[src/sv/rmj_pkg.sv]
// Package for the radar measurement Jacobian pipeline.
// Holds the fixed-point format, the step counts of the iterative units and helper functions.
// No dependencies.
`default_nettype none

package rmj_pkg;

  localparam int unsigned FRAC_BITS   = 16;
  localparam int unsigned DATA_W      = 32;
  localparam int unsigned CFG_W       = 16;
  localparam int unsigned WIDE_W      = 2 * DATA_W;
  localparam int unsigned SQRT_STEPS  = DATA_W;
  localparam int unsigned RANGE_STEPS = FRAC_BITS + 1;
  localparam int unsigned BEAR_STEPS  = 2 * FRAC_BITS + 1;
  localparam int unsigned RATE_STEPS  = DATA_W - 1 + FRAC_BITS;
  localparam int unsigned Q_W         = RATE_STEPS + 1;
  localparam int unsigned RANGE_LAT   = SQRT_STEPS + RANGE_STEPS;
  localparam logic [CFG_W-1:0] MIN_RESET = CFG_W'(7);

  function automatic logic [DATA_W-1:0] mag32(input logic [DATA_W-1:0] v);
    return v[DATA_W-1] ? (DATA_W'(0) - v) : v;
  endfunction

  function automatic logic [DATA_W-1:0] to_out(input logic [WIDE_W-1:0] mag, input logic neg);
    logic [WIDE_W-1:0] lim;
    lim = neg ? (WIDE_W'(1) << (DATA_W - 1)) : ((WIDE_W'(1) << (DATA_W - 1)) - WIDE_W'(1));
    if (mag > lim) begin
      mag = lim;
    end
    return neg ? (DATA_W'(0) - mag[DATA_W-1:0]) : mag[DATA_W-1:0];
  endfunction

endpackage

`default_nettype wire

[src/sv/rmj_sqrt_pipe.sv]
// Pipelined bitwise integer square root, one result bit per register stage.
// Depends on rmj_pkg.
`default_nettype none

module rmj_sqrt_pipe (
  input  wire logic                         clk_i,
  input  wire logic [rmj_pkg::WIDE_W-1:0]   radicand_i,
  output logic      [rmj_pkg::DATA_W-1:0]   root_o
);
  import rmj_pkg::*;

  logic [WIDE_W-1:0] n_q   [SQRT_STEPS];
  logic [WIDE_W-1:0] res_q [SQRT_STEPS];

  for (genvar s = 0; s < SQRT_STEPS; s++) begin : g_stage
    localparam logic [WIDE_W-1:0] StepBit = WIDE_W'(1) << (WIDE_W - 2 - 2 * s);
    logic [WIDE_W-1:0] n_p, res_p, trial;
    logic              fits;
    if (s == 0) begin : g_first
      assign n_p   = radicand_i;
      assign res_p = '0;
    end else begin : g_next
      assign n_p   = n_q[s-1];
      assign res_p = res_q[s-1];
    end
    assign trial = res_p + StepBit;
    assign fits  = n_p >= trial;
    always_ff @(posedge clk_i) begin
      n_q[s]   <= fits ? (n_p - trial) : n_p;
      res_q[s] <= fits ? ((res_p >> 1) + StepBit) : (res_p >> 1);
    end
  end

  assign root_o = res_q[SQRT_STEPS-1][DATA_W-1:0];

endmodule

`default_nettype wire

[config.mk]
export PLATFORM = sky130hd
export DESIGN_NAME = rmj_sqrt_pipe
export DESIGN_NICKNAME = d
export VERILOG_FILES = /design/src/sv/rmj_pkg.sv /design/src/sv/rmj_sqrt_pipe.sv
export SDC_FILE = /design/constraint.sdc
export NUM_CORES = 2
export LEC_CHECK = 0
export BUFFER_PORTS_ARGS = -buffer_cell sky130_fd_sc_hd__buf_2
export CAP_MARGIN = 5
export CORE_UTILIZATION = 43
export DETAILED_ROUTE_END_ITERATION = 12
export HOLD_SLACK_MARGIN = 0.05
export PLACE_DENSITY_LB_ADDON = 0.1
export REMOVE_ABC_BUFFERS = 1
export SLEW_MARGIN = 25
export SYNTH_ARGS = -nofsm -noshare
export SYNTH_HDL_FRONTEND = slang
export SYNTH_SLANG_ARGS = --single-unit
export TNS_END_PERCENT = 20
[constraint.sdc]
create_clock -name clk_i -period 9.7 [get_ports clk_i]
set_clock_uncertainty 0.05 [all_clocks]
set_input_delay 1.455 -clock clk_i [delete_from_list [all_inputs] [get_ports clk_i]]
set_output_delay 1.455 -clock clk_i [all_outputs]
set_load 0.02 [all_outputs]
Word-level counts from Yosys, hierarchy flattened

Memories as Yosys holds them, arrays and structs flattened.
Cells that the tools add are included.

Flip-flop bits (word level): 0
Bits in writable memories: 4096
Bits of input ports: 65
Output and inout port bits: 32
Memories kept: 2

Add/subtract/negate cells: 94
Order comparisons: 32
Muxes and demuxes: 64

Memories:

| name  | depth | bits a word | read ports | clocked after memory_dff | write ports | RTL line            | RTL |
|---|---|---|---|---|---|---|---|
| n_q   | 32    | 64          | 31         | 0                        | 32          | rmj_sqrt_pipe.sv:12 | `logic [WIDE_W-1:0] n_q [SQRT_STEPS];` |
| res_q | 32    | 64          | 32         | 0                        | 32          | rmj_sqrt_pipe.sv:13 | `logic [WIDE_W-1:0] res_q [SQRT_STEPS];` |

Operators by type and width:

| operator                                       | number |
|---|---|
| two-way mux 64 bit                             | 63 |
| >= comparator 64 bit                           | 31 |
| subtractor 64 bit                              | 31 |
| adder 63 x 1 -> 64 bit, second input constant  | 1 |
| adder 63 x 11 -> 64 bit, second input constant | 1 |
| adder 63 x 13 -> 64 bit, second input constant | 1 |
| adder 63 x 15 -> 64 bit, second input constant | 1 |
| adder 63 x 17 -> 64 bit, second input constant | 1 |
| adder 63 x 19 -> 64 bit, second input constant | 1 |
| adder 63 x 21 -> 64 bit, second input constant | 1 |
| adder 63 x 23 -> 64 bit, second input constant | 1 |
| adder 63 x 25 -> 64 bit, second input constant | 1 |
| adder 63 x 27 -> 64 bit, second input constant | 1 |
| adder 63 x 29 -> 64 bit, second input constant | 1 |
| adder 63 x 3 -> 64 bit, second input constant  | 1 |
| adder 63 x 31 -> 64 bit, second input constant | 1 |
| adder 63 x 33 -> 64 bit, second input constant | 1 |
| adder 63 x 35 -> 64 bit, second input constant | 1 |
| adder 63 x 37 -> 64 bit, second input constant | 1 |
| adder 63 x 39 -> 64 bit, second input constant | 1 |
| adder 63 x 41 -> 64 bit, second input constant | 1 |
| adder 63 x 43 -> 64 bit, second input constant | 1 |
| adder 63 x 45 -> 64 bit, second input constant | 1 |
| adder 63 x 47 -> 64 bit, second input constant | 1 |
| other kinds (44)                               | 44 |

Depth between registers and ports, before layout

An unclocked memory read counts as a cell.

Depth after elaboration: 4
Mapped depth: 15
Depth with buffers taken out: 12

Least setup slack after synthesis

OpenSTA, ideal clock, no wires.

Path type: register to register
Start point: memory res_q[1][802] (netlist bit)
End point: memory n_q[1][893] (netlist bit)
Setup time: 0.119 ns
Data arrival time: 3.371 ns
Setup slack: 6.161 ns
Cell stages (with the launch flop): 14
Period minus slack after synthesis: 3.539 ns
Cell sequence: dfxtp_1 -> inv_1 -> ha_1 -> clkbuf_1 -> nand4b_1 -> or4_4 -> nor3_1 -> a211o_1 -> nor2_1 -> and2_4 -> or4b_4 -> buf_6 -> or4_4 -> xnor2_2

RTL lines:

| item        | RTL line |
|---|---|
| from (decl) | rmj_sqrt_pipe.sv:13 |
| to (decl)   | rmj_sqrt_pipe.sv:12 |

==> metrics.txt <==
die height 475 um; Chip Width 475 um; Power Total 33.7 mW; Vias 69236; Netlist cell types 93; placed cell count 12627; CP required around 10 ns; Initial Util 43.3%; number of remaining DRC errors 0; RSZ-0062 raised after global routing no; post-cts resize count 0; worst skew pair latency 0.92 ns; H-tree levels 5; final period utilization 47.3%; Setup crit start res_q[1][775]$_DFF_P_; CTS tree done; gr usage total between 20% and 30%; Max Cap Viol 0; static leakage 49.4 nW; Post-Syn Area 96100 um2; vias in the first global route 68393; drt total wl 271000 um; Clock Power Share 31.6%; root buf cell clkbuf_16; Area contributors post-synth dfxtp_1 52%, ha_1 7.3%, xnor2_1 4.2%, xor2_1 3.9%, a21oi_1 3.2%; fmax 218 MHz; minimum clock period 4.58 ns; Antenna Violating Nets Remaining 0; Port-buffer cells 96; area of the multi-input gates roughly 42000 um2; Post-synth ARST share 0%; Rows approximately 170; sequential fraction of the synthesis area 52.3%; mean number of vias per cell 5.28; most frequent CP cell inv_1; largest net degree at the start of global routing 73; critical path class flip-flop to flip-flop; global-route wire length before repair 411000 um; I/O pins 97; area leader, netlist dfxtp_1; Synth top area share 52.3%; clk buf depth 4; fin cells between 10000 and 15000; critical path fanouts, max 68; final core utilization 49.1%; ys flop type dfxtp_1; top-count cell post-synth dfxtp_1; Worst Tran Pin Value 1.05 ns; count of final hold-check violations 0; total CTS buffers 282; critical path endpoint category flip-flop; CP Cell Sequence inv_1 -> ha_1 -> or2_2 -> o311a_1 -> o41ai_1 -> a2111oi_1 -> nor3_1 -> and2_4 -> inv_1 -> nand2_1 -> nor3b_1 -> xor2_1; status finished, final reports clean; Hold Path Class flip-flop to flip-flop; Crit-path slowest cell and2_4; Sequential Power Share 44.3%; Overflow after GRT 0; Die ar. approximately 230000 um2; Switching Power about 11 mW; synthesized area per cell 9.88 um2; Post-synth EDFFs 0; RR Startpoint res_q[1][775]$_DFF_P_; Post-CTS Setup Bufs 0; CORE AREA 222000 um2; synth warn 0; cells after synthesis slightly below 10000; Final TNS setup 0 ns; hold slack 0.253 ns; Final Max Slew Viols 0; hold path start res_q[1][654]$_DFF_P_; register area 50300 um2; initial antenna violation count 13; Worst Path Arrival 5.32 ns; GP Congestion ~0.91; Reg clk slew, reported paths roughly 0.060 ns; Post-synth top cells 2512 x dfxtp_1, 697 x inv_1, 660 x nand2_1; Layout Nets roughly 11000; combinational power share 24.1%; VDD IR max 0.000207 V; # fillers 20650; max incr delay on CP between 0.7 and 0.8 ns; switching share of power 32.8%; P&R area growth vs syn 13.5%; Critical Path Source Type flip-flop; hold_buf cts 0; CTS Sinks about 2500; TritonRoute pass-1 iters 6; Routed WL per cell 20.7 um; PD cells 308 nW/um2; Slew headroom 29.9%; fraction of layout cells with a size suffix above 1 roughly 7.2%; Internal 22.6 mW; #FFs+latches synth 2512; DRT iter0 DRCs ~4400; dpl hpwl 214000 um; Setup Viol. Count Final 0
critical path: cells and delay by family, from the launching register on:
family / cells / cell delay, ns
AOI/OAI and AO/OA: 3 / 1.02
xor gates and xnor gates: 1 / 0.16
adders and majority gates: 1 / 0.33
buffers and inverters: 2 / 0.41
DFF: 1 / 0.33
and+or+nand+nor: 5 / 2.09
stage by stage:
step / worst slack [ns] / instance area [um2]
after floorplan: 4.81 / 95300
after global placement: 5.02 / 99800
after detailed placement: 5.30 / 99800
after CTS: 5.23 / 109000
after global routing: 4.92 / 109000
final: 5.12 / 109000
path summary, 6_finish.rpt:
| kind | end | cells past startpoint | slack [ns] |
|---|---|---|---|
| setup / recovery | n_q[1][886]$_DFF_P_ | 12 | 5.12 |
| hold / removal | res_q[1][717]$_DFF_P_ | 0 | 0.25 |
| setup reg to reg | n_q[1][886]$_DFF_P_ | 12 | 5.12 |
| hold reg to reg | res_q[1][717]$_DFF_P_ | 0 | 0.25 |
cell families (layout without fill, tap and decap cells):
logic type,count (synthesis),count (layout),synth area share [%]
AND/OR/NAND/NOR,2901,2901,15.6
AO/OA/AOI/OAI,1897,1897,12.3
adder cells (fa/ha/maj),558,558,7.26
other,0,7,0
flip-flops,2512,2512,52.3
buffers and inverters,905,1304,3.56
XOR/XNOR,891,891,8.13
multiplexers,69,69,0.797
sequential cells by signal, summed over array words and instances (netlist names):
name / cells
n_q: 1984
res_q: 528
final cells by class:
class,instances,area share (%)
diodes,7,0.0160
clock buffers,364,7.16
flip-flops and latches,2512,46.1
multi-input cells,6316,38.9
well taps,2975,3.41
clock inverters,116,1.36
inverters,703,2.42
repair buffers,121,0.612
cell usage in the layout, fill, tap and decap left out, types with 44 or more instances in the layout:
cell,n
a211oi_1,57
a21o_1,244
a21oi_1,612
a31oi_1,45
buf_2,96
clkbuf_16,285
clkinv_2,51
dfxtp_1,2512
ha_1,558
inv_1,697
mux2_2,60
nand2_1,660
nand2b_1,107
nand3_1,152
nand4_1,165
nor2_1,630
nor2b_1,74
nor3_1,254
nor4_1,345
nor4b_1,62
o211ai_1,44
o21a_1,95
o21ai_0,466
o21bai_1,46
or3_1,100
or4_1,72
xnor2_1,463
xor2_1,427
power by group through the flow:
stage / logic [mW] / registers [mW] / clock network [mW]
after global routing: 9.01 / 15.1 / 11.3
after detailed placement: 8.05 / 15.1 / 0
after global placement: 8.02 / 15.1 / 0
final: 8.11 / 14.9 / 10.6
after CTS: 8.13 / 14.9 / 10.9
after floorplan: 6.09 / 14.1 / 0
layer usage:
| metal | global-route usage, % | share of wire, % |
|---|---|---|
| met3 | 2.79 | 3.5 |
| met1 | 31.1 | 46 |
| met4 | 7.33 | 3.0 |
| met2 | 40.2 | 48 |
| met5 | 0 | 0 |
Power figures use the tool's default switching activity.
