--- src/sv/rmj_pkg.sv ---
// Package for the radar measurement Jacobian pipeline.
// Holds the fixed-point format, the step counts of the iterative units and helper functions.
// No dependencies.
`default_nettype none

package rmj_pkg;

  localparam int unsigned FRAC_BITS   = 16;
  localparam int unsigned DATA_W      = 32;
  localparam int unsigned CFG_W       = 16;
  localparam int unsigned WIDE_W      = 2 * DATA_W;
  localparam int unsigned SQRT_STEPS  = DATA_W;
  localparam int unsigned RANGE_STEPS = FRAC_BITS + 1;
  localparam int unsigned BEAR_STEPS  = 2 * FRAC_BITS + 1;
  localparam int unsigned RATE_STEPS  = DATA_W - 1 + FRAC_BITS;
  localparam int unsigned Q_W         = RATE_STEPS + 1;
  localparam int unsigned RANGE_LAT   = SQRT_STEPS + RANGE_STEPS;
  localparam logic [CFG_W-1:0] MIN_RESET = CFG_W'(7);

  function automatic logic [DATA_W-1:0] mag32(input logic [DATA_W-1:0] v);
    return v[DATA_W-1] ? (DATA_W'(0) - v) : v;
  endfunction

  function automatic logic [DATA_W-1:0] to_out(input logic [WIDE_W-1:0] mag, input logic neg);
    logic [WIDE_W-1:0] lim;
    lim = neg ? (WIDE_W'(1) << (DATA_W - 1)) : ((WIDE_W'(1) << (DATA_W - 1)) - WIDE_W'(1));
    if (mag > lim) begin
      mag = lim;
    end
    return neg ? (DATA_W'(0) - mag[DATA_W-1:0]) : mag[DATA_W-1:0];
  endfunction

endpackage

`default_nettype wire

--- src/sv/rmj_div_pipe.sv ---
// Pipelined restoring divider, one quotient bit per register stage.
// The partial remainder must start below the divisor. Depends on rmj_pkg.
`default_nettype none

module rmj_div_pipe #(
  parameter int unsigned DW    = 64,
  parameter int unsigned STEPS = 17
) (
  input  wire logic             clk_i,
  input  wire logic [DW-1:0]    rem_i,
  input  wire logic [DW-1:0]    den_i,
  input  wire logic [STEPS-1:0] bits_i,
  output logic      [STEPS-1:0] quot_o
);
  import rmj_pkg::*;

  logic [DW-1:0]    rem_q  [STEPS];
  logic [DW-1:0]    den_q  [STEPS];
  logic [STEPS-1:0] bits_q [STEPS];
  logic [STEPS-1:0] quot_q [STEPS];

  for (genvar s = 0; s < STEPS; s++) begin : g_stage
    logic [DW-1:0]    rem_p, den_p;
    logic [STEPS-1:0] bits_p, quot_p;
    logic [DW:0]      trial;
    logic             fits;
    if (s == 0) begin : g_first
      assign rem_p  = rem_i;
      assign den_p  = den_i;
      assign bits_p = bits_i;
      assign quot_p = '0;
    end else begin : g_next
      assign rem_p  = rem_q[s-1];
      assign den_p  = den_q[s-1];
      assign bits_p = bits_q[s-1];
      assign quot_p = quot_q[s-1];
    end
    assign trial = {rem_p, bits_p[STEPS-1-s]};
    assign fits  = trial >= {1'b0, den_p};
    always_ff @(posedge clk_i) begin
      rem_q[s]  <= fits ? DW'(trial - {1'b0, den_p}) : trial[DW-1:0];
      den_q[s]  <= den_p;
      bits_q[s] <= bits_p;
      quot_q[s] <= {quot_p[STEPS-2:0], fits};
    end
  end

  assign quot_o = quot_q[STEPS-1];

endmodule

`default_nettype wire

--- config.mk ---
export PLATFORM = sky130hd
export DESIGN_NAME = rmj_div_pipe
export DESIGN_NICKNAME = d
export VERILOG_FILES = /design/src/sv/rmj_pkg.sv /design/src/sv/rmj_div_pipe.sv
export SDC_FILE = /design/constraint.sdc
export NUM_CORES = 2
export LEC_CHECK = 0
export BUFFER_PORTS_ARGS = -buffer_cell sky130_fd_sc_hd__buf_2
export CAP_MARGIN = 20
export CORE_ASPECT_RATIO = 0.6
export CORE_UTILIZATION = 55
export DETAILED_ROUTE_END_ITERATION = 8
export PLACE_DENSITY = 0.71
export SYNTH_ARGS = -nofsm -noshare
export SYNTH_HDL_FRONTEND = slang
export SYNTH_SLANG_ARGS = --single-unit
--- constraint.sdc ---
create_clock -name clk_i -period 12.2 [get_ports clk_i]
set_clock_uncertainty 0.15 [all_clocks]
set_input_delay 1.22 -clock clk_i [delete_from_list [all_inputs] [get_ports clk_i]]
set_output_delay 1.22 -clock clk_i [all_outputs]
set_load 0.1 [all_outputs]
* Word level (Yosys, flattened, before mapping)
Memories as Yosys holds them, arrays and structs flattened.
Cells that the tools add are included.
** Word-level totals
- Flip-flop bits (word level) :: 0
- RAM bits :: 2754
- Input port bits :: 146
- Output and inout port bits :: 17
- Word-level logic and storage cells :: 55
- Memories kept :: 4
** Memories
- den_q :: words 17, bits a word 64, rd ports 16, clocked after memory_dff 0, wr ports 17, RTL line rmj_div_pipe.sv:18 : logic [DW-1:0] den_q [STEPS];
- rem_q :: words 17, bits a word 64, rd ports 16, clocked after memory_dff 0, wr ports 17, RTL line rmj_div_pipe.sv:17 : logic [DW-1:0] rem_q [STEPS];
- bits_q :: words 17, bits a word 17, rd ports 16, clocked after memory_dff 0, wr ports 17, RTL line rmj_div_pipe.sv:19 : logic [STEPS-1:0] bits_q [STEPS];
- quot_q :: words 17, bits a word 17, rd ports 17, clocked after memory_dff 0, wr ports 17, RTL line rmj_div_pipe.sv:20 : logic [STEPS-1:0] quot_q [STEPS];
** Operators by class
- Add/sub/neg operators :: 17
- Magnitude comparators :: 17
- Multiplexer cells :: 17
** Operator list (count)
- $ge 65x64->1 :: 17
- $mux 64 :: 17
- $sub 64x64->64 :: 17

* Logic depth before layout (Yosys ltp)
An unclocked memory read counts as a cell.
- Depth after elaboration :: 3
- Gate-level depth with buffers :: 19
- Depth with buffers taken out :: 16

* Worst setup path before layout
Ideal clock, no wire load.
- Kind :: input to register
- From :: in den_i[3]
- To :: mem rem_q[0][54]
- Setup time :: 0.123 ns
- Data arrival time :: 4.537 ns
- Data required time :: 11.927 ns
- Path slack :: 7.389 ns
- Stages on the path :: 17
- Path buffers :: 2
- Path through :: inv_1 -> ha_1 -> o21a_1 -> o31a_1 -> o21ai_0 -> a2111oi_2 -> o211ai_1 -> a31oi_1 -> nor2_1 -> o41a_1 -> o31a_1 -> nor2_1 -> a31o_2 -> a211oi_1 -> buf_2 -> buf_2 -> mux2_1
** RTL lines
- from (decl) :: RTL line rmj_div_pipe.sv:11 : input wire logic [DW-1:0] den_i,
- to (decl) :: RTL line rmj_div_pipe.sv:17

==> results.sh <==
export IMPL_cell_variety_after_synth=96
export IMPL_top_layer_used="met5"
export IMPL_met2_length_um=118000
export IMPL_setup_worst_path_class="reg2reg"
export IMPL_boundaryPins=163
export IMPL_largest_net_degree_at_the_start_of_global_routing=96
export IMPL_critical_path_required_ps=12800
export IMPL_synth_async_reset_ratio_pct=0
export IMPL_seq_area_um2=46800
export IMPL_min_delay_path_class="reg2reg"
export IMPL_main_combinational_cell_family_by_area_after_synthesis="compound AO/OA/AOI/OAI gates"
export IMPL_rrSetupSlack_ps=5280
export IMPL_cts_hold_repair_buffers=0
export IMPL_ys_ff_latch=2337
export IMPL_seq_area_frac_synth_pct=39.0
export IMPL_reg2regPathDepth=16
export IMPL_start_kind="flop"
export IMPL_regToRegEndpoint="rem_q[0][217]"
export IMPL_final_nets=14915
export IMPL_synth_largest_area_cell="sky130_fd_sc_hd__dfxtp_1"
export IMPL_overflow=0
export IMPL_post_cts_resize_count=0
export IMPL_clock_tree_root_cell="sky130_fd_sc_hd__clkbuf_16"
export IMPL_first_pass_iters=6
export IMPL_post_cts_buffers=0
export IMPL_cp_arrival_ps=7520
export IMPL_hpwl_um=289000
export IMPL_synth_yosys_warnings=0
export IMPL_cts_path_max_buffers=4
export IMPL_cts_tree="done"
export IMPL_die_y_um=364
export IMPL_result_of_the_run="finished, violations left"
export IMPL_whs_ps=144
export IMPL_slew_viol_final=2
export IMPL_timing_slew_headroom_pct=-2.18
export IMPL_die_width_um=605
export IMPL_power_density_nw_per_um2=321
export IMPL_cts_buffers=223
export IMPL_first_global_vias=90164
export IMPL_syn_inst=13708
export IMPL_first_iter_violations=11180
export IMPL_cap_viol_max_count=1
export IMPL_synthFlopType="sky130_fd_sc_hd__dfxtp_1"
export IMPL_synth_area_top_cells="sky130_fd_sc_hd__dfxtp_1 (39%), sky130_fd_sc_hd__ha_1 (11%), sky130_fd_sc_hd__a21oi_1 (5.7%)"
export IMPL_synth_fp_nets=14958
export IMPL_synthAdderAreaFrac_pct=11.6
export IMPL_area_fraction_in_compound_gates_after_synthesis_pct=20.8
export IMPL_route_vias_total=98324
export IMPL_drive_gt1_share_pct=7.68
export IMPL_min_delay_start="bits_q[0][68]"
export IMPL_post_drt_wl_per_cell_um=21.6
export IMPL_p_leak_uw=0.0619
export IMPL_global_route_wire_length_before_repair_um=546000
export IMPL_postRouteAntennaNets=0
export IMPL_post_route_min_period_ps=6920
export IMPL_synth_edff_count=0
export IMPL_stdcell_area_um2=131000
export IMPL_dr_wl_met3_um=47600
export IMPL_setup_total_negative_slack_ps=0
export IMPL_synth_simple_gate_area_share_pct=12.0
export IMPL_placedInstanceArea_um2=123000
export IMPL_multi_input_area_um2=66000
export IMPL_core_rowCount=132
export IMPL_routed_vias_inst=5.88
export IMPL_fin_crit_sh_pct=56.7
export IMPL_clkSlewWorstSetupHoldPaths_ps=60
export IMPL_io_buffer_count=162
export IMPL_drc=0
export IMPL_post_synth_xor_area_fraction_pct=6.88
export IMPL_synth_common_cells="sky130_fd_sc_hd__dfxtp_1 (2337), sky130_fd_sc_hd__inv_1 (1389), sky130_fd_sc_hd__a21oi_1 (1376)"
export IMPL_standard_cell_core_area_um2=216000
export IMPL_htree_levels=4
export IMPL_whs_endpoint="bits_q[0][85]"
export IMPL_kind_of_capture_point_of_the_worst_setup_path="flop"
export IMPL_n_fill_cell=18492
export IMPL_gr_usage_total_pct=31.8
export IMPL_fp_dieArea_um2=220000
export IMPL_timing_final_setup_violations=0
export IMPL_hold_violations=0
export IMPL_mappedNetlistArea_um2=120000
export IMPL_worst_hold_path_cells=0
export IMPL_failed_checks="capacitance limit, slew limit"
export IMPL_max_freq_mhz=145
export IMPL_clkLatencyLatePin_ps=910
export IMPL_synthMostInstantiatedCell="sky130_fd_sc_hd__dfxtp_1"
export IMPL_path_max_fanout=88
export IMPL_irDropWorstVdd_mv=0.183
export IMPL_tritoncts_num_sinks=2337
export IMPL_drt_wl_total_um=361000
export IMPL_routability_congestion_estimate=1.02
export IMPL_setup_repair_after_global_routing_missed_its_margin="no"
export IMPL_area_growth_synth_to_final_pct=9.32
export IMPL_drt_met1_wl_um=192000
export IMPL_rr_startpoint="den_q[0][132]"
export IMPL_yosysTopAreaCellShare_pct=39.0
export IMPL_portion_of_netlist_area_occupied_by_mux_cells_pct=3.58
export IMPL_max_slew_worst_pin_slew_ps=1520
export IMPL_number_of_antenna_violations_at_the_first_check_in_global_routing=25
export IMPL_start_util_pct=55.4
export IMPL_post_synth_cell_area_avg_um2=8.74
-- metrics by stage --
step / power (uW) / cells / util (%) / setup slack, ps
after floorplan: 27800 / 13708 / - / 7390
after global placement: 33200 / 16311 / 56.9 / 5200
after detailed placement: 33500 / 16314 / 56.9 / 5230
after CTS: 41400 / 16715 / 60.6 / 5720
after global routing: 44800 / 16722 / 60.6 / 5170
final: 42000 / 16730 / 60.6 / 5280
-- final cells by class --
cell class | count | area share (%)
Timing Repair Buffer | 237 | 1.06
Clock inverter | 117 | 1.35
Clock buffer | 284 | 4.74
Tap cell | 2881 | 2.75
Antenna cell | 8 | 0.0153
Multi-Input combinational cell | 9476 | 50.4
Inverter | 1390 | 3.98
Sequential cell | 2337 | 35.7
-- critical path, cell delays in order (launching register included) --
cell                        delay, ps
sky130_fd_sc_hd__dfxtp_1          320
sky130_fd_sc_hd__inv_1             40
sky130_fd_sc_hd__ha_1             340
sky130_fd_sc_hd__a21o_1           230
sky130_fd_sc_hd__a31oi_1          210
sky130_fd_sc_hd__a2111oi_0        140
sky130_fd_sc_hd__or3_1            440
sky130_fd_sc_hd__o211ai_1         800
sky130_fd_sc_hd__a2111oi_2        340
sky130_fd_sc_hd__o211ai_1         460
sky130_fd_sc_hd__o21ai_1          190
sky130_fd_sc_hd__a221oi_1         750
sky130_fd_sc_hd__o31ai_1          170
sky130_fd_sc_hd__buf_4            190
sky130_fd_sc_hd__a21oi_4          680
sky130_fd_sc_hd__buf_4            760
sky130_fd_sc_hd__mux2_2           410
-- where the power goes --
part,switching (uW),internal (uW),leakage (uW)
registers,1340,10100,0.0197
clock network,3110,4500,0.00389
logic,13800,9200,0.0383
total,18200,23800,0.0619
-- flip-flops by register name, indices dropped and copies added (netlist names) --
name / flops
bits_q: 136
den_q: 1024
quot_q: 153
rem_q: 1024
-- layer usage --
metal	vias up	track usage, %
met5	-	0
met4	10	3.91
met3	338	12.9
met2	3757	36.8
met1	46651	52.8
li1	47568	-
-- placed cells by master, fill, tap and decap left out, drive strengths merged, types with 23 or more instances in the layout --
cell,Yosys,layout
o21a,122,122
a31oi,115,115
clkinv,0,50
nand3,229,229
or2,36,36
a221oi,38,38
o41ai,23,23
xor2,393,393
a211o,24,24
or3,39,39
ha,1088,1088
nand2,1036,1036
nor2b,135,135
xnor2,548,548
a21boi,44,44
a211oi,73,73
o21ai,902,902
inv,1390,1396
o31ai,69,69
clkbuf,415,287
nor3,130,130
o221ai,26,26
mux2,346,346
nor2,745,745
and4,28,28
buf,90,234
o31a,32,32
a21o,724,724
dfxtp,2337,2337
bufinv,0,43
o211ai,56,56
o21bai,188,188
nor4,51,51
nand2b,125,125
a21oi,1378,1378
nand4,281,281
and2,55,55
and3,87,87
-- how the worst max path moves through the flow --
stage	startpoint	end	slack (ps)	depth (start not counted)
global placement	den_i[1]	rem_q[0][2]	5200	17
finish	den_q[0][132]	rem_q[0][217]	5280	16
detailed placement	den_i[1]	rem_q[0][12]	5230	17
floorplan	den_i[3]	rem_q[0][54]	7390	17
global route	den_q[0][132]	rem_q[0][217]	5170	16
CTS	den_q[0][132]	rem_q[0][217]	5720	16
-- kinds of logic (layout without fill, tap and decap cells) --
kind of cell	after synthesis	count (layout)
buffers and inverters	1895	2028
XOR/XNOR	941	941
AO/OA/AOI/OAI	4015	4015
multiplexers	368	368
other	0	8
flip-flops	2337	2337
AND/OR/NAND/NOR	3048	3048
adder cells (fa/ha/maj)	1104	1104
(Power assumes the default switching activity.)
