--- config.mk ---
export PLATFORM = sky130hd
export DESIGN_NAME = rmj_delay_line
export DESIGN_NICKNAME = d
export VERILOG_FILES = /design/src/sv/rmj_pkg.sv /design/src/sv/rmj_delay_line.sv
export SDC_FILE = /design/constraint.sdc
export NUM_CORES = 1
export LEC_CHECK = 0
export ABC_CLOCK_PERIOD_IN_PS = 800
export BUFFER_PORTS_ARGS = -buffer_cell sky130_fd_sc_hd__buf_2
export CORE_AREA = 3 3 40 42
export CTS_BUF_LIST = sky130_fd_sc_hd__clkbuf_8 sky130_fd_sc_hd__clkbuf_16
export DETAILED_ROUTE_END_ITERATION = 16
export DIE_AREA = 0 0 43 45
export SLEW_MARGIN = 20
export SYNTH_ARGS = -nofsm -noshare
export SYNTH_HDL_FRONTEND = slang
export SYNTH_SLANG_ARGS = --single-unit
--- constraint.sdc ---
create_clock -name clk_i -period 0.8 [get_ports clk_i]
set_input_delay 0.08 -clock clk_i [delete_from_list [all_inputs] [get_ports clk_i]]
set_output_delay 0.08 -clock clk_i [all_outputs]
set_load 0.01 [all_outputs]
--- src/sv/rmj_pkg.sv ---
// Package for the radar measurement Jacobian pipeline.
// Holds the fixed-point format, the step counts of the iterative units and helper functions.
// No dependencies.
`default_nettype none

package rmj_pkg;

  localparam int unsigned FRAC_BITS   = 16;
  localparam int unsigned DATA_W      = 32;
  localparam int unsigned CFG_W       = 16;
  localparam int unsigned WIDE_W      = 2 * DATA_W;
  localparam int unsigned SQRT_STEPS  = DATA_W;
  localparam int unsigned RANGE_STEPS = FRAC_BITS + 1;
  localparam int unsigned BEAR_STEPS  = 2 * FRAC_BITS + 1;
  localparam int unsigned RATE_STEPS  = DATA_W - 1 + FRAC_BITS;
  localparam int unsigned Q_W         = RATE_STEPS + 1;
  localparam int unsigned RANGE_LAT   = SQRT_STEPS + RANGE_STEPS;
  localparam logic [CFG_W-1:0] MIN_RESET = CFG_W'(7);

  function automatic logic [DATA_W-1:0] mag32(input logic [DATA_W-1:0] v);
    return v[DATA_W-1] ? (DATA_W'(0) - v) : v;
  endfunction

  function automatic logic [DATA_W-1:0] to_out(input logic [WIDE_W-1:0] mag, input logic neg);
    logic [WIDE_W-1:0] lim;
    lim = neg ? (WIDE_W'(1) << (DATA_W - 1)) : ((WIDE_W'(1) << (DATA_W - 1)) - WIDE_W'(1));
    if (mag > lim) begin
      mag = lim;
    end
    return neg ? (DATA_W'(0) - mag[DATA_W-1:0]) : mag[DATA_W-1:0];
  endfunction

endpackage

`default_nettype wire

--- src/sv/rmj_delay_line.sv ---
// Fixed-length register delay line that keeps side data in step with the arithmetic units.
// Depends on rmj_pkg.
`default_nettype none

module rmj_delay_line #(
  parameter int unsigned W     = 8,
  parameter int unsigned DEPTH = 2
) (
  input  wire logic         clk_i,
  input  wire logic         rst_ni,
  input  wire logic [W-1:0] data_i,
  output logic      [W-1:0] data_o
);
  import rmj_pkg::*;

  logic [W-1:0] tap_q [DEPTH];

  for (genvar s = 0; s < DEPTH; s++) begin : g_tap
    always_ff @(posedge clk_i or negedge rst_ni) begin
      if (!rst_ni) begin
        tap_q[s] <= '0;
      end else begin
        tap_q[s] <= (s == 0) ? data_i : tap_q[(s == 0) ? 0 : s - 1];
      end
    end
  end

  assign data_o = tap_q[DEPTH-1];

endmodule

`default_nettype wire

Word-level counts from Yosys, hierarchy flattened
Index checks and enable logic that the tools add are counted.
{"block": "totals", "register_bits": 16, "latch_bits": 0, "ramBits": 0, "mem_bits_ro": 0, "input_bits": 10, "output_inout_bits": 8, "word_cells": 2, "n_memories": 0}
{"block": "op_classes", "addsub": 0, "multipliers": 0, "div": 0, "magnitude_cmp": 0, "eq_ne": 0, "shifts": 0, "mux": 0, "bitwise_logic": 0, "reduce_logical": 0}

Depth between registers and ports, before layout
Gate-level depths: netlist (run 1).
{"block": "depth", "ltp_word": 0, "depth_mapped": 1, "ltp_nobuf": 0}

Worst setup path before layout (run 1)
OpenSTA, ideal clock, no wires.
{"block": "synth_timing", "kind": "register to output", "from": "register tap_q (netlist bit data_o[0])", "to": "output data_o[0]", "arrival_time_ps": 467, "required_time_ps": 720, "path_slack_ps": 253, "stages_incl_launch_ff": 2, "n_path_buf": 1, "path_cell_list": "dfrtp_1 buf_4"}
{"element": "from (decl)", "line_no": "rmj_delay_line.sv:16", "rtl": "logic [W-1:0] tap_q [DEPTH];"}
{"element": "from (signal, indexed assignment)", "line_no": "rmj_delay_line.sv:23", "rtl": "tap_q[s] <= (s == 0) ? data_i : tap_q[(s == 0) ? 0 : s - 1];"}
{"element": "to (decl)", "line_no": "rmj_delay_line.sv:12", "rtl": "output logic [W-1:0] data_o"}
No word-level cell between the ends.

Worst setup path in the final report (run 1)
{"block": "layout_timing", "from": "register tap_q (netlist bit data_o[5])", "to": "output data_o[5]"}
No word-level cell between the ends.

==> reports/qor.csv, run 1 <==
metric,value,unit
Leakage,0.0003218,uW
setup ws final,-15.24,ps
#FFs+latches synth,16,
Multi-In Gates,0,
worst hold path type,in2async,
clk sinks,16,
CP max FO,1,
Max Clk Rate,1.227,GHz
Internal Power,1346,uW
vias per std cell,3.820,
ordered cell list for the critical path,buf_2,
"Min Clock Period, post-route",815.2,ps
RSZ-0062 raised after global routing,true,
Worst path max stage delay,360,ps
"Max stage delay cell, worst path",dfrtp_1,
clk root buf,clkbuf_8,
# IOs,18,
sequential fraction of the synthesis area,86.96,%
critical path required time,720,ps
post-route clock period utilization,101.9,%
Least-Margin Pin Slew,317.9,ps
Syn Std Cell Area,460.4,sq um
area grow syn2layout,42.39,%
Die Area,1935,sq um
Final Hold Fails,0,
post-synthesis net count,34,
Clock Pin Slew Worst Setup and Hold Paths,60,ps
Yosys cell types,2,
Setup crit start kind,flop,
H-tree depth,1,
initial antenna violation count,0,
clk buf depth,2,
Clock power frac,41.4,%
Crit path depth,1,
Core ar.,1285,sq um
GRT Overall Usage,7.094,%
"delay-heaviest family, CP",flip-flops,
Mean Syn Cell Area,19.19,sq um
Power per Cell Area,2499,nW/um^2
fillers,125,
Initial Utilization,35.83,%
multi-input logic area,0,sq um
Ant. Diodes,0,
Inserted Clock Buffers,3,
NetSw,292.8,uW
endpoints failing setup,8,
Mapped Cells,24,
crit end category,output port,
CTS tree,built,
Die H,45,microns
wire length per cell,8.869,microns
Slew HR,78.80,%
Routed Antenna Nets,0,
status,finished with violations,
register cell area after layout,400.4,sq um
vias in the first global route,237,
Post CTS Setup Buffer Count,0,
initial drt markers,0,
failing checks,setup timing,
port bufs,17,
worst-case reg-to-reg path depth,0,
Die W,43,microns
Gate power share,6.1,%
Clock Skew,1.044,ps
WS Path Type,reg2out,
std cell rows,13,
Switching Share,17.87,%
pins over their slew limit,0,
drt first pass iters,1,
share of cells above drive strength 1,45.65,%
# DRC,0,
YS warnings,0,
part of the power in registers,52.5,%
Post-DP Area,504.2,sq um
WP buf/inv,1,
first-pass GRT wire length,979,microns
maxcap violations,0,
total power,1638,uW
nets@finish,57,
peak supply drop,1.537,mV
Worst Path Arrival,740,ps
Post-Route WL,541,microns
vias,233,
post-route cell area,655.6,sq um
Placer Congestion,0.5926,
later-pin clock latency in the skew report,240,ps
GRT overflow,0,
largest net degree at the start of global routing,17,
-- metrics by stage --
step | TNS, ps | instances | util [%] | worst slack [ps] | hold slack [ps]
floorplan | 0 | 24 | - | 253.2 | -215.6
global route | -323.1 | 61 | 51.02 | -47.95 | 290.8
CTS | -151.5 | 61 | 50.54 | -26.27 | 271.0
finish | -61.11 | 61 | 51.02 | -15.24 | 260.5
global placement | 0 | 48 | 39.24 | 252.4 | -19.13
detailed placement | 0 | 48 | 39.24 | 239.7 | -9.275
-- cells by family (layout without fill, tap and decap cells) --
logic type	after synthesis	count (layout)	share of synthesized area, %
buf+inv	8	30	13.04
flops	16	16	86.96
-- Yosys cell counts, drive strengths merged --
library cell | count | share of area [%]
dfrtp | 16 | 87
buf | 8 | 13
-- per-layer routing --
metal	vias to the layer above	GRT usage, %	share of wire, %
met4	0	3.614	0
li1	107	-	-
met5	-	0	0
met3	0	4.781	17
met1	111	7.031	36
met2	15	11.38	47
-- final timing paths --
path                             endpoint  slack (ps)       from
worst max-delay path            data_o[5]         -20  data_o[5]
worst min-delay path            tap_q[13]         260     rst_ni
worst max register to register  data_o[4]         320  tap_q[12]
worst min register to register  data_o[1]         350   tap_q[9]
max in group asynchronous       tap_q[10]         300     rst_ni
min in group clk_i              data_o[1]         350   tap_q[9]
-- what timing repair did --
action                                  in CTS  in global routing
gates resized for setup                      0                  1
hold endpoints to repair                    24                  0
hold buffers                                 9                  0
endpoints found under the setup margin       8                  8
-- final cells by class --
class	count	share of cell area, %
flip-flops and latches	16	61.07
well taps	15	2.863
clock buffers	4	8.397
repair buffers	26	27.67
-- sequential cells by signal, summed over array words and instances (netlist names) --
name    flops
data_o      8
tap_q       8
-- placed cells by master (no fill, tap or decap), drive strengths merged --
| cell type | synthesis | routed |
|---|---|---|
| dfrtp | 16 | 16 |
| clkbuf | 0 | 4 |
| buf | 8 | 17 |
| dlygate4sd3 | 0 | 9 |
-- power by group through the flow --
stage,Sequential [uW],Clock (uW),Combinational [uW]
4_1_cts,860,703,100
6_report,860,678,100
5_1_grt,864,740,112
3_3_place_gp,872,0,65.2
2_1_floorplan,872,0,40.7
3_5_place_dp,874,0,67.5
Note: power is estimated with default switching activity, not from simulation.
==> run 2, diff against run 1 <==
--- a/config.mk
+++ b/config.mk
@@ -7,10 +7,12 @@
 export LEC_CHECK = 0
 export ABC_CLOCK_PERIOD_IN_PS = 800
 export BUFFER_PORTS_ARGS = -buffer_cell sky130_fd_sc_hd__buf_2
-export CORE_AREA = 3 3 40 42
+export CORE_ASPECT_RATIO = 1.1
+export CORE_MARGIN = 3
+export CORE_UTILIZATION = 30
 export CTS_BUF_LIST = sky130_fd_sc_hd__clkbuf_8 sky130_fd_sc_hd__clkbuf_16
 export DETAILED_ROUTE_END_ITERATION = 16
-export DIE_AREA = 0 0 43 45
+export MAX_ROUTING_LAYER = met4
 export SLEW_MARGIN = 20
 export SYNTH_ARGS = -nofsm -noshare
 export SYNTH_HDL_FRONTEND = slang
==> run 2 against run 1 <==
The flow still finishes with violations (setup timing). First-iteration DRC count is the same. Global-route usage grew 0.38 points. Register-to-register slack is essentially flat. Sequential share of layout area grew 0.47 points. Via count shrank 3.0%. Non-clock buffer count is the same. Critical path depth is the same. Sequential power is essentially flat. Highest routed layer unchanged. Clock skew shrank 0.51 ps. Routed wire length grew 8.3%. Flip-flop and latch count is the same.
==> reports/qor.csv, run 2 (synthesis gave the netlist of run 1 again) <==
metric,value,unit,change
status,finished with violations,,
failing checks,setup timing,,
GRT overflow,0,,unchanged
"Max stage delay cell, worst path",dfrtp_1,,
Die Area,2042,sq um,+5.5%
worst-case reg-to-reg path depth,0,,unchanged
M3 GR Usage,6.897,%,+2.1 points
total power,1639,uW,about the same
Die W,43.36,microns,+0.83%
GRT Overall Usage,7.470,%,+0.38 points
Final Hold Fails,0,,unchanged
Max Clk Rate,1.229,GHz,+0.23%
fillers,137,,+9.6%
CP max FO,1,,unchanged
"delay-heaviest family, CP",flip-flops,,
std cell rows,14,,+1
GR met2 Demand/Resource,7.965,%,-3.4 points
ordered cell list for the critical path,buf_2,,
Core ar.,1401,sq um,+9.1%
crit end category,output port,,
Multi-In Gates,0,,unchanged
Worst Path Arrival,730,ps,about the same
CTS tree,built,,
maxcap violations,0,,unchanged
post-route cell area,650.6,sq um,-0.76%
vias,226,,-3.0%
worst hold path type,in2async,,
share of cells above drive strength 1,45.65,%,unchanged
r2r setup slk,330,ps,about the same
H-tree depth,1,,unchanged
Clock Pin Slew Worst Setup and Hold Paths,60,ps,about the same
Post-Route WL,586,microns,+8.3%
vias in the first global route,206,,-13%
vias per std cell,3.645,,-4.6%
Crit. Startpoint,data_o[4],,
Routed Antenna Nets,0,,unchanged
Setup crit start kind,flop,,
Crit path depth,1,,unchanged
endpoints failing setup,8,,unchanged
nets@finish,57,,unchanged
Worst path max stage delay,360,ps,about the same
WP buf/inv,1,,unchanged
Slew HR,78.11,%,-0.69 points
RSZ-0062 raised after global routing,true,,
critical path required time,720,ps,about the same
peak supply drop,1.235,mV,-20%
Power per Cell Area,2519,nW/um^2,+0.81%
Least-Margin Pin Slew,328.3,ps,+10.38 ps
clk sinks,16,,unchanged
Placed Instances,49,,+2.1%
multi-input logic area,0,sq um,unchanged
"most common cell after layout, fill and taps aside",buf_2,,
most frequent cells in the layout,"buf_2 (17), dfrtp_1 (16), dlygate4sd3_1 (9)",,
Post-DP Area,505.5,sq um,+0.25%
Die H,47.09,microns,+4.6%
met1 Track Usage GR,7.524,%,+0.49 points
first-pass GRT wire length,924,microns,-5.6%
setup ws final,-13.37,ps,+1.867 ps
initial antenna violation count,0,,unchanged
drt first pass iters,1,,unchanged
post-route clock period utilization,101.7,%,-0.23 points
Sum Neg Setup Slack,-61.61,ps,-0.4956 ps
Inserted Clock Buffers,3,,unchanged
clk root buf,clkbuf_8,,
Worst setup endpoint,data_o[4],,
Leakage,0.0003197,uW,-0.66%
Ant. Diodes,0,,unchanged
Placer Congestion,0.5972,,+0.78%
port bufs,17,,unchanged
WS Path Type,reg2out,,
later-pin clock latency in the skew report,240,ps,about the same
Clock Skew,0.5335,ps,-0.5107 ps
initial drt markers,0,,unchanged
worst r2r dst,data_o[1],,
pins over their slew limit,0,,unchanged
# resized after CTS,0,,unchanged
Reg2Reg Launch Point,tap_q[9],,
# DRC,0,,unchanged
Initial Utilization,32.86,%,-3.0 points
largest net degree at the start of global routing,17,,unchanged
area grow syn2layout,41.30,%,
non-filler instance count after layout,62,,+1.6%
# IOs,18,,unchanged
Hold Slack,276.5,ps,+15.92 ps
GRT Max-Usage Layer,met2,,
"Min Clock Period, post-route",813.4,ps,-1.867 ps
clk buf depth,2,,unchanged
Post CTS Setup Buffer Count,0,,unchanged
wire length per cell,9.452,microns,+6.6%
==> run 2: cell counts in the layout (fill, tap and decap cells not counted) <==
No cell type changed its count.
==> run 2: layout make-up <==
class                 count  area (sq um)  area share [%]
sequential               16         400.4           61.54
timing repair buffer     26         175.2           26.92
clock buffer              4         55.05           8.462
tap                      16         20.02           3.077
==> run 2: worst min path at each step <==
stage	from	end
after floorplan	rst_ni	data_o[0]
after global placement	rst_ni	data_o[0]
after detailed placement	rst_ni	data_o[3]
after CTS	rst_ni	tap_q[8]
after global routing	rst_ni	data_o[2]
final	rst_ni	data_o[3]
==> run 2: repair_timing <==
action                                  in CTS  in global routing
endpoints found under the hold margin       24                  0
endpoints found under the setup margin       8                  8
hold buffers                                 9                  0
==> run 2: metrics by stage <==
step	utilization, %	worst slack [ps]
floorplan	-	253.2
finish	46.43	-13.37
global placement	36.07	252.4
detailed placement	36.07	242.6
global route	46.43	-54.11
CTS	46.43	-31.24
==> run 2: where the power goes <==
group	internal, uW	switching [uW]
Sequential	850	8.47
Clock	436	246
Combinational	57.5	41.8
Total	1340	296
==> run 2: layer usage <==
layer / vias up / part of all wire [%]
met1: 108 / 37
met2: 11 / 50
met4: 0 / 0
li1: 107 / -
met3: 0 / 13
met5: - / 0
